$ cat src/sv/lsre_pkg.sv
// Shared types and constants of the link-state route engine.
package lsre_pkg;

   localparam int NODE_BITS  = 4;
   localparam int PAIR_BITS  = 2 * NODE_BITS;
   localparam int COST_BITS  = 16;
   localparam int RCOST_BITS = 21;
   localparam int PCOST_BITS = 20;

   localparam logic [RCOST_BITS-1:0] INF_COST = 21'h100000;
   localparam logic [PCOST_BITS-1:0] SAT_COST = 20'hFFFFF;
   localparam logic [NODE_BITS-1:0]  LAST_NODE = 4'd15;
   localparam logic [NODE_BITS-1:0]  TRACE_LAST = 4'd15;

   typedef enum logic [1:0] {
      REQ_WRITE    = 2'd0,
      REQ_CONVERGE = 2'd1,
      REQ_READ     = 2'd2,
      REQ_TRACE    = 2'd3
   } req_kind_type;

   typedef enum logic [4:0] {
      OP_NONE, OP_ACCEPT, OP_WRITE, OP_WRITE2, OP_INIT_RD, OP_INIT_WR,
      OP_SRC_START, OP_NEXT_SRC, OP_SEL_START, OP_SEL_RD, OP_SEL_CMP, OP_SEL_END,
      OP_BASE_RD, OP_BASE_CHK, OP_RLX_RD, OP_RLX_CMP, OP_CHS_INIT, OP_CH_RD,
      OP_CH_CHK, OP_CHW_INIT, OP_RLX_WR, OP_RLX_NEXT, OP_LOOK_RD, OP_LOOK,
      OP_EMIT, OP_TR_RD, OP_TR_CAP
   } op_type;

   typedef enum logic [4:0] {
      S_IDLE, S_WRITE, S_WRITE2, S_INIT_RD, S_INIT_WR, S_SRC, S_NEXT_SRC, S_LOOP,
      S_SEL_RD, S_SEL_CMP, S_SEL_END, S_BASE_RD, S_BASE_CHK, S_RLX_RD, S_RLX_CMP,
      S_CHS_INIT, S_CHS_RD, S_CHS_CHK, S_CHW_INIT, S_CHW_RD, S_CHW_CHK, S_CH_CMP,
      S_RLX_WR, S_RLX_NEXT, S_LOOK_RD, S_LOOK, S_RSP, S_EMIT, S_TR_WAIT, S_TR_RD,
      S_TR_CAP
   } ctrl_state_type;

   typedef struct packed {
      op_type op;
   } dp_cmd_type;

   typedef struct packed {
      logic init_last;
      logic s_present;
      logic s_last;
      logic done_full;
      logic d_last;
      logic found;
      logic base_inf;
      logic v_last;
      logic elig;
      logic lt;
      logic eq;
      logic ch_end;
      logic es_gt;
      logic look_trace;
      logic rsp_fire;
      logic out_last;
   } dp_status_type;

endpackage

$ cat src/sv/lsre_ctrl.sv
// Control state machine of the link-state route engine.
module lsre_ctrl
   import lsre_pkg::*;
(
   input  logic          clock,
   input  logic          reset,
   input  logic          req_tvalid,
   input  logic [1:0]    req_tuser,
   output logic          req_tready,
   output dp_cmd_type    cmd,
   input  dp_status_type sts
);

   ctrl_state_type state_ff, state_in;
   req_kind_type   kind;

   assign kind = req_kind_type'(req_tuser);

   always_ff @(posedge clock) begin
      if (reset) begin
         state_ff <= S_IDLE;
      end else begin
         state_ff <= state_in;
      end
   end

   always_comb begin
      state_in   = state_ff;
      cmd.op     = OP_NONE;
      req_tready = 1'b0;
      case (state_ff)
         S_IDLE: begin
            req_tready = 1'b1;
            if (req_tvalid) begin
               cmd.op = OP_ACCEPT;
               case (kind)
                  REQ_WRITE:    state_in = S_WRITE;
                  REQ_CONVERGE: state_in = S_INIT_RD;
                  default:      state_in = S_LOOK_RD;
               endcase
            end
         end
         S_WRITE: begin
            cmd.op   = OP_WRITE;
            state_in = S_WRITE2;
         end
         S_WRITE2: begin
            cmd.op   = OP_WRITE2;
            state_in = S_IDLE;
         end
         S_INIT_RD: begin
            cmd.op   = OP_INIT_RD;
            state_in = S_INIT_WR;
         end
         S_INIT_WR: begin
            cmd.op   = OP_INIT_WR;
            state_in = sts.init_last ? S_SRC : S_INIT_RD;
         end
         S_SRC: begin
            cmd.op   = OP_SRC_START;
            state_in = sts.s_present ? S_LOOP : S_NEXT_SRC;
         end
         S_NEXT_SRC: begin
            cmd.op   = OP_NEXT_SRC;
            state_in = sts.s_last ? S_IDLE : S_SRC;
         end
         S_LOOP: begin
            cmd.op   = OP_SEL_START;
            state_in = sts.done_full ? S_NEXT_SRC : S_SEL_RD;
         end
         S_SEL_RD: begin
            cmd.op   = OP_SEL_RD;
            state_in = S_SEL_CMP;
         end
         S_SEL_CMP: begin
            cmd.op   = OP_SEL_CMP;
            state_in = sts.d_last ? S_SEL_END : S_SEL_RD;
         end
         S_SEL_END: begin
            cmd.op   = OP_SEL_END;
            state_in = sts.found ? S_BASE_RD : S_NEXT_SRC;
         end
         S_BASE_RD: begin
            cmd.op   = OP_BASE_RD;
            state_in = S_BASE_CHK;
         end
         S_BASE_CHK: begin
            cmd.op   = OP_BASE_CHK;
            state_in = sts.base_inf ? S_LOOP : S_RLX_RD;
         end
         S_RLX_RD: begin
            cmd.op   = OP_RLX_RD;
            state_in = S_RLX_CMP;
         end
         S_RLX_CMP: begin
            cmd.op = OP_RLX_CMP;
            if (!sts.elig) begin
               state_in = S_RLX_NEXT;
            end else if (sts.lt) begin
               state_in = S_RLX_WR;
            end else if (sts.eq) begin
               state_in = S_CHS_INIT;
            end else begin
               state_in = S_RLX_NEXT;
            end
         end
         S_CHS_INIT: begin
            cmd.op   = OP_CHS_INIT;
            state_in = S_CHS_RD;
         end
         S_CHS_RD: begin
            cmd.op   = OP_CH_RD;
            state_in = S_CHS_CHK;
         end
         S_CHS_CHK: begin
            cmd.op   = OP_CH_CHK;
            state_in = sts.ch_end ? S_CHW_INIT : S_CHS_RD;
         end
         S_CHW_INIT: begin
            cmd.op   = OP_CHW_INIT;
            state_in = S_CHW_RD;
         end
         S_CHW_RD: begin
            cmd.op   = OP_CH_RD;
            state_in = S_CHW_CHK;
         end
         S_CHW_CHK: begin
            cmd.op   = OP_CH_CHK;
            state_in = sts.ch_end ? S_CH_CMP : S_CHW_RD;
         end
         S_CH_CMP: begin
            state_in = sts.es_gt ? S_RLX_WR : S_RLX_NEXT;
         end
         S_RLX_WR: begin
            cmd.op   = OP_RLX_WR;
            state_in = S_RLX_NEXT;
         end
         S_RLX_NEXT: begin
            cmd.op   = OP_RLX_NEXT;
            state_in = sts.v_last ? S_LOOP : S_RLX_RD;
         end
         S_LOOK_RD: begin
            cmd.op   = OP_LOOK_RD;
            state_in = S_LOOK;
         end
         S_LOOK: begin
            cmd.op   = OP_LOOK;
            state_in = sts.look_trace ? S_EMIT : S_RSP;
         end
         S_RSP: begin
            if (sts.rsp_fire) begin
               state_in = S_IDLE;
            end
         end
         S_EMIT: begin
            cmd.op   = OP_EMIT;
            state_in = S_TR_WAIT;
         end
         S_TR_WAIT: begin
            if (sts.rsp_fire) begin
               state_in = sts.out_last ? S_IDLE : S_TR_RD;
            end
         end
         S_TR_RD: begin
            cmd.op   = OP_TR_RD;
            state_in = S_TR_CAP;
         end
         S_TR_CAP: begin
            cmd.op   = OP_TR_CAP;
            state_in = S_EMIT;
         end
         default: begin
            state_in = S_IDLE;
         end
      endcase
   end

endmodule

$ cat config.mk
export PLATFORM = sky130hd
export DESIGN_NAME = lsre_ctrl
export DESIGN_NICKNAME = d
export VERILOG_FILES = /design/src/sv/lsre_pkg.sv /design/src/sv/lsre_ctrl.sv
export SDC_FILE = /design/constraint.sdc
export NUM_CORES = 1
export LEC_CHECK = 0
export BUFFER_PORTS_ARGS = -buffer_cell sky130_fd_sc_hd__buf_2
export CAP_MARGIN = 10
export CORE_MARGIN = 3
export CORE_UTILIZATION = 29
export CTS_CLUSTER_SIZE = 14
export DETAILED_ROUTE_END_ITERATION = 7
export GPL_TIMING_DRIVEN = 0
export PLACE_DENSITY = 0.56
export REMOVE_ABC_BUFFERS = 1
export SYNTH_ARGS = -nofsm -noshare
export SYNTH_HDL_FRONTEND = slang
export SYNTH_SLANG_ARGS = --single-unit
$ cat constraint.sdc
create_clock -name clock -period 1.9 [get_ports clock]
set_input_delay 0.095 -clock clock [delete_from_list [all_inputs] [get_ports clock]]
set_output_delay 0.095 -clock clock [all_outputs]
set_load 0.02 [all_outputs]
Word level (Yosys, flattened, before mapping). Cells that the tools add are included.

Flip-flop bits (word level): 5. Logic and storage cells: 64.

Equal/unequal tests: 34. Muxes and demuxes: 24. Reductions and logical operators: 5.

Operators by type and width (number): case mux 5 bit (30 select lines) (1); case mux 5 bit (26 select lines) (1); equality test 5 bit, second input constant (15); equality test 5 x 4 -> 1 bit, second input constant (8); 2-to-1 mux 5 bit (7); equality test 5 x 3 -> 1 bit, second input constant (4); 2-to-1 mux 4 bit (4); equality test 5 x 2 -> 1 bit, second input constant (2); case mux 5 bit (2 select lines) (1); 2-to-1 mux 3 bit (3); != test 2 bit, second input constant (3); equality test 5 x 1 -> 1 bit, second input constant (1); zero test 5 bit (1); 2-to-1 mux 1 bit (5); 2-to-1 mux 2 bit (2); OR reduction 2 bit (2); AND reduction 3 bit (1); equality test 2 x 1 -> 1 bit, second input constant (1); zero test 2 bit (1).

Longest topological paths before layout. Gate-level depths: netlist (run 1).

Depth in word-level cells: 4. Mapped depth: 8.

Least setup slack after synthesis (run 1). Ideal clock, no wire load.

Path kind: register to output. From: register state_ff[4]. To: output port cmd[3] in the netlist's numbering. Stages on the path, launching flop included: 5. Data arrival time: 1654 ps. Buffers on the path: 3. Setup slack: 151 ps. Cells stage by stage: dfxtp_1 buf_2 buf_4 buf_2 o41ai_1.

RTL lines: start, declared (line lsre_ctrl.sv:14) `ctrl_state_type state_ff, state_in;`; start signal, assigned (line lsre_ctrl.sv:23) `state_ff <= state_in;`; end, declared (line lsre_ctrl.sv:10) `output dp_cmd_type cmd,`.

==> flow_summary_export.csv, run 1 <==
group,metric,value,unit
placement,post-dp-hpwl,2.15,mm
hold_path,worstHoldStart,"reset",
power_and_ir_drop,net-switching-power,0.898,mW
finish,fin_area,1190,µm²
setup_path,reg2reg_slack,0.23,ns
sta,slew_viol_final,0,
route,avgViaCountPerCell,5.54,
grt,grt_pass1_wl,4.99,mm
grt,grt_pass1_vias,1061,
setup_path,cpMostUsedCell,"o21ai_0",
placement,placed_area,1120,µm²
hold_path,hold_end,"state_ff[0]",
placement,post-place-ws,-0.410,ns
route,routed_wl,3.24,mm
synth,yosysSeqAreaShare,9.57,%
setup_path,cp_max_fo,33,
die,initial_core_util,30.6,%
route,dr.pass1.iters,4,
setup_path,worstPathArrival,1.67,ns
synth,synth-simple-area-share,33.9,%
power_and_ir_drop,seq_power_share,26.1,%
placement,io_buffer_count,26,
placement,place.gp.congestion,0.778,
power_and_ir_drop,power_leakage,0.438,nW
power_and_ir_drop,internal_power,0.682,mW
power_and_ir_drop,clkPwrFrac,7.7,%
clock_tree,cts.sinks,5,
die,row_count,21,
die,die_x,66.1,µm
finish,largest_reg_flops,5,
finish,top_register,"state_ff",
setup_path,startpoint_type,"flip-flop",
sta,worstMarginPinSlew,0.392,ns
setup_path,crit_path_cell_trace,"nand2_1 > o21ai_0 > o21ai_0 > o41ai_1 > buf_2",
grt,overflow,0,
finish,drive_gt1_share,26.9,%
sta,hold_ws,0.0562,ns
die,ios,27,
finish,final_core_util,34.8,%
finish,layout_commonest_cell,"buf_2",
setup_path,crit_path_end_kind,"output port",
synth,synth-seq-cells,5,
sta,min_period_over_period,93.1,%
clock_tree,clkTransAtPathRegs,0.04,ns
outcome,status,"finished, final reports clean",
route,num_vias,1203,
grt,grt.total_usage,14.0,%
route,wl_per_cell,14.9,µm
sta,slew_headroom,73.6,%
grt,antenna_found_initial,0,
setup_path,path_class,"flip-flop to output port",
finish,syn_to_final_growth,13.6,%
finish,n_antenna_cell,0,
sta,setup_ws,0.131,ns
power_and_ir_drop,powerDensity,1330,nW/µm²
route,drc,0,
hold_path,hold_depth,2,
setup_path,worstRegToRegCells,5,
synth,synth-async-reset-ratio,0,%
synth,ys_types,49,
synth,netlist_instances,155,
clock_tree,cts_inserted_buffers,3,
synth,synthMuxAreaShare,1.91,%
grt,grt_max_degree,36,
power_and_ir_drop,switching_share,56.8,%
sta,tns,0,ns
synth,ys.warnings.count,0,
setup_path,r2r_end,"state_ff[0]",
route,detail_route.iter0.violations,59,
synth,syn_area,1050,µm²
synth,synth_compound_area_share,39.6,%
clock_tree,root_buffer,"clkbuf_4",
setup_path,cp_slowest_cell,"dfxtp_4",
die,die-area,4360,µm²
sta,setup_viol_count_final,0,
synth,synthAdderAreaFrac,0,%
clock_tree,clock_path_buffers,2,
sta,rsz0062_at_grt,"false",
finish,reg_top3,"state_ff x5",
finish,final_nets,193,
sta,timing.fmax,0.565,GHz
finish,fillers,406,
clock_tree,cts_tree,"yes",
synth,synth_top_family_by_area,"compound AO/OA/AOI/OAI gates",
setup_path,critPathMaxStageDelay,0.55,ns
setup_path,r2r-start,"state_ff[4]",
synth,synth-xor-area-share,2.51,%
power_and_ir_drop,combPwrFrac,66.3,%
setup_path,cp_data_required_time,1.80,ns
finish,final_cell_mix,"buf_2, nor2_1, nand2_1",
sta,skew,0.000319,ns
die,die_y,66.1,µm
sta,finalHoldViolCount,0,
flow_run,drv_cap,0,
clock_tree,holdBufCountCts,0,
clock_tree,clk-insertion-delay-late,0.23,ns
synth,syn_avg_cell_area,6.75,µm²
synth,synth-edff-count,0,
power_and_ir_drop,vdd.ir_drop.worst,0.000515,V
sta,fin_crit,1.77,ns
hold_path,min_path_type,"input port to flip-flop",
route,ant_nets,0,
clock_tree,cts_max_level,1,
die,core_area,3420,µm²
synth,synth_ff_type,"dfxtp_1",
[how the worst max path moves through the flow]
stage,endpoint,from,slack [ns],depth (start not counted)
after floorplan,cmd[3],state_ff[2],-0.06,2
after global placement,state_ff[0],state_ff[1],-0.41,5
after detailed placement,state_ff[0],state_ff[1],-0.41,5
after CTS,cmd[1],state_ff[3],0.008,6
after global routing,cmd[4],state_ff[0],0.003,6
final,cmd[3],state_ff[2],0.13,5
[routing by layer]
| metal | wire length [µm] | part of all wire [%] | track usage [%] | vias to the layer above |
|---|---|---|---|---|
| li1 | - | - | - | 620 |
| met5 | 0 | 0 | 0 | - |
| met2 | 1440 | 44 | 20.2 | 46 |
| met3 | 234 | 7.2 | 0.850 | 0 |
| met1 | 1570 | 48 | 22.4 | 537 |
| met4 | 0 | 0 | 3.05 | 0 |
[timing repair]
item                                    in CTS  in global routing
pin swaps                                    0                  0
gates resized for setup                      8                  2
endpoints found under the setup margin      11                  6
endpoints found under the hold margin        0                  0
setup buffers                                0                  2
[critical path: cells and delay by family, from the launching register on]
kind | cells | cell delay (ns)
flops | 1 | 0.55
compound gates | 3 | 0.53
buf+inv | 1 | 0.22
simple gates | 1 | 0.13
[cell usage after synthesis (2+ instances only)]
library cell,instances,area [µm²]
a211oi_1,4,30.0
a21o_1,2,15.0
a21oi_1,9,45.0
a311oi_1,3,26.3
a31oi_1,7,43.8
and2b_1,3,22.5
and3_1,4,25.0
buf_2,9,45.0
buf_4,3,22.5
buf_6,4,45.0
dfxtp_1,5,100
inv_1,3,11.3
inv_2,2,7.51
mux2i_1,2,20.0
nand2_1,16,60.1
nand2b_1,4,25.0
nor2_1,16,60.1
nor2b_1,3,18.8
nor3_1,4,20.0
nor3b_1,2,15.0
nor4_1,2,12.5
o211ai_1,2,15.0
o21ai_0,12,60.1
o21ai_1,4,20.0
o22ai_1,2,12.5
o31ai_1,2,15.0
o32ai_1,2,17.5
o41ai_1,2,17.5
xnor2_1,2,17.5
[kinds of logic (layout without fill, tap and decap cells)]
logic type	after synthesis	in the layout
xor+xnor	3	3
flops	5	5
buf+inv	21	37
compound gates	60	60
simple gates	64	64
mux	2	2
[cell type report]
| type | count | area, µm² | area share, % |
|---|---|---|---|
| repair buffers | 28 | 153 | 12.8 |
| flip-flops and latches | 5 | 119 | 10.0 |
| well taps | 46 | 57.6 | 4.84 |
| clock buffers | 4 | 26.3 | 2.21 |
| multi-input cells | 129 | 815 | 68.5 |
| inverters | 5 | 18.8 | 1.58 |
[power groups by stage]
stage / registers (mW) / logic (mW) / clock network (mW)
floorplan: 0.346 / 0.742 / 0
global placement: 0.434 / 0.959 / 0
detailed placement: 0.431 / 0.957 / 0
CTS: 0.445 / 0.956 / 0.122
global route: 0.432 / 1.16 / 0.126
finish: 0.412 / 1.05 / 0.121
[stage by stage]
step / instances / total power, mW
floorplan: 139 / 1.09
global placement: 211 / 1.39
detailed placement: 211 / 1.39
CTS: 215 / 1.52
global route: 217 / 1.72
finish: 217 / 1.58
Power figures use the tool's default switching activity.
==> run 2: changes to the inputs <==
Settings changed: HOLD_SLACK_MARGIN from default to 0.1.
==> flow_summary_export.csv, run 2 (same netlist as run 1, synthesis figures left out) <==
group,metric,value,unit
power_and_ir_drop,powerDensity,1320,nW/µm²
power_and_ir_drop,net-switching-power,0.902,mW
setup_path,crit_path_cell_trace,"nand2_1 > o21ai_0 > o21ai_0 > o41ai_1 > buf_2",
route,wl_per_cell,15.0,µm
clock_tree,cts_tree,"yes",
placement,io_buffer_count,26,
finish,layout_commonest_cell,"buf_2",
finish,top_register,"state_ff",
die,die_x,66.1,µm
placement,post-dp-hpwl,2.15,mm
sta,timing.fmax,0.556,GHz
die,die_y,66.1,µm
sta,finalHoldViolCount,0,
flow_run,drv_cap,0,
sta,slew_viol_final,0,
setup_path,startpoint_type,"flip-flop",
sta,tns,0,ns
power_and_ir_drop,internal_power,0.683,mW
power_and_ir_drop,switching_share,56.9,%
finish,final_nets,194,
power_and_ir_drop,vdd.ir_drop.worst,0.000520,V
clock_tree,cts_inserted_buffers,3,
sta,fin_crit,1.80,ns
power_and_ir_drop,seq_power_share,26.1,%
clock_tree,clkTransAtPathRegs,0.04,ns
grt,grt_pass1_vias,1069,
setup_path,cp_slowest_cell,"dfxtp_4",
grt,grt.total_usage,14.2,%
clock_tree,cts.sinks,5,
setup_path,crit_path_end_kind,"output port",
outcome,status,"finished, final reports clean",
die,ios,27,
route,ant_nets,0,
setup_path,critPathMaxStageDelay,0.55,ns
grt,grt_pass1_wl,5.02,mm
finish,fin_area,1200,µm²
finish,syn_to_final_growth,14.6,%
power_and_ir_drop,power_leakage,0.442,nW
setup_path,cp_max_fo,33,
clock_tree,clock_path_buffers,2,
route,routed_wl,3.27,mm
route,detail_route.iter0.violations,66,
sta,rsz0062_at_grt,"false",
clock_tree,clk-insertion-delay-late,0.24,ns
setup_path,cpMostUsedCell,"o21ai_0",
route,drc,0,
die,initial_core_util,30.6,%
die,die-area,4360,µm²
route,dr.pass1.iters,4,
sta,skew,0.000752,ns
route,avgViaCountPerCell,5.61,
power_and_ir_drop,combPwrFrac,66.2,%
sta,worstMarginPinSlew,0.394,ns
setup_path,path_class,"flip-flop to output port",
finish,n_antenna_cell,0,
finish,final_cell_mix,"buf_2, nor2_1, nand2_1",
power_and_ir_drop,clkPwrFrac,7.7,%
grt,grt_max_degree,36,
setup_path,cp_data_required_time,1.80,ns
hold_path,min_path_type,"input port to flip-flop",
finish,largest_reg_flops,5,
finish,reg_top3,"state_ff x5",
placement,placed_area,1120,µm²
die,core_area,3420,µm²
finish,drive_gt1_share,26.7,%
die,row_count,21,
finish,fillers,406,
sta,setup_viol_count_final,0,
setup_path,worstPathArrival,1.70,ns
sta,hold_ws,0.227,ns
power_and_ir_drop,total_power,1.59,mW
clock_tree,cts_max_level,1,
sta,slew_headroom,73.5,%
grt,antenna_found_initial,0,
clock_tree,root_buffer,"clkbuf_4",
placement,place.gp.congestion,0.778,
grt,overflow,0,
route,num_vias,1224,
sta,min_period_over_period,94.7,%
[run 2: worst max-delay path, delay by kind of cell (launching register included)]
family          cells  cell delay, ns
compound gates      3            0.57
buf+inv             1            0.22
flops               1            0.55
simple gates        1            0.13
[run 2: power by group through the flow]
stage / logic [mW] / registers, mW / clock network (mW)
after floorplan: 0.742 / 0.346 / 0
after global placement: 0.959 / 0.434 / 0
after detailed placement: 0.957 / 0.431 / 0
after CTS: 0.958 / 0.445 / 0.122
after global routing: 1.16 / 0.432 / 0.126
final: 1.05 / 0.414 / 0.122
[run 2: per-stage QoR]
| stage | util, % | setup WS (ns) | cells |
|---|---|---|---|
| 2_1_floorplan | - | -0.0585 | 139 |
| 3_3_place_gp | 32.8 | -0.415 | 211 |
| 3_5_place_dp | 32.8 | -0.410 | 211 |
| 4_1_cts | 34.3 | 0.00816 | 216 |
| 5_1_grt | 35.1 | 0.00346 | 218 |
| 6_report | 35.1 | 0.101 | 218 |
[run 2: worst paths after layout]
kind / to / depth (start not counted) / start / slack, ns
worst max-delay path: cmd[3] / 5 / state_ff[2] / 0.10
worst min-delay path: state_ff[1] / 3 / req_tvalid / 0.23
worst max register to register: state_ff[0] / 5 / state_ff[4] / 0.23
worst min register to register: state_ff[4] / 2 / state_ff[4] / 0.73
[run 2: layer usage]
metal,vias up,part of all wire (%),global-route usage (%)
li1,621,-,-
met4,0,0,3.05
met5,-,0,0
met2,49,44,20.5
met1,554,49,22.4
met3,0,6.9,0.850
[run 2: timing repair]
action / 4_1_cts / 5_1_grt
hold buffers: 1 / 0
hold endpoints to repair: 3 / 0
resized for setup: 8 / 2
setup buffers: 0 / 2
cloned: 0 / 0
pin swaps: 0 / 0
endpoints found under the setup margin: 11 / 6
[run 2: layout make-up]
| class | instances | area [µm²] | area share, % |
|---|---|---|---|
| multi-input combinational | 129 | 815 | 68.0 |
| inverter | 5 | 18.8 | 1.57 |
| timing repair buffer | 29 | 163 | 13.6 |
| clock buffer | 4 | 26.3 | 2.19 |
| tap | 46 | 57.6 | 4.80 |
| sequential | 5 | 119 | 9.92 |
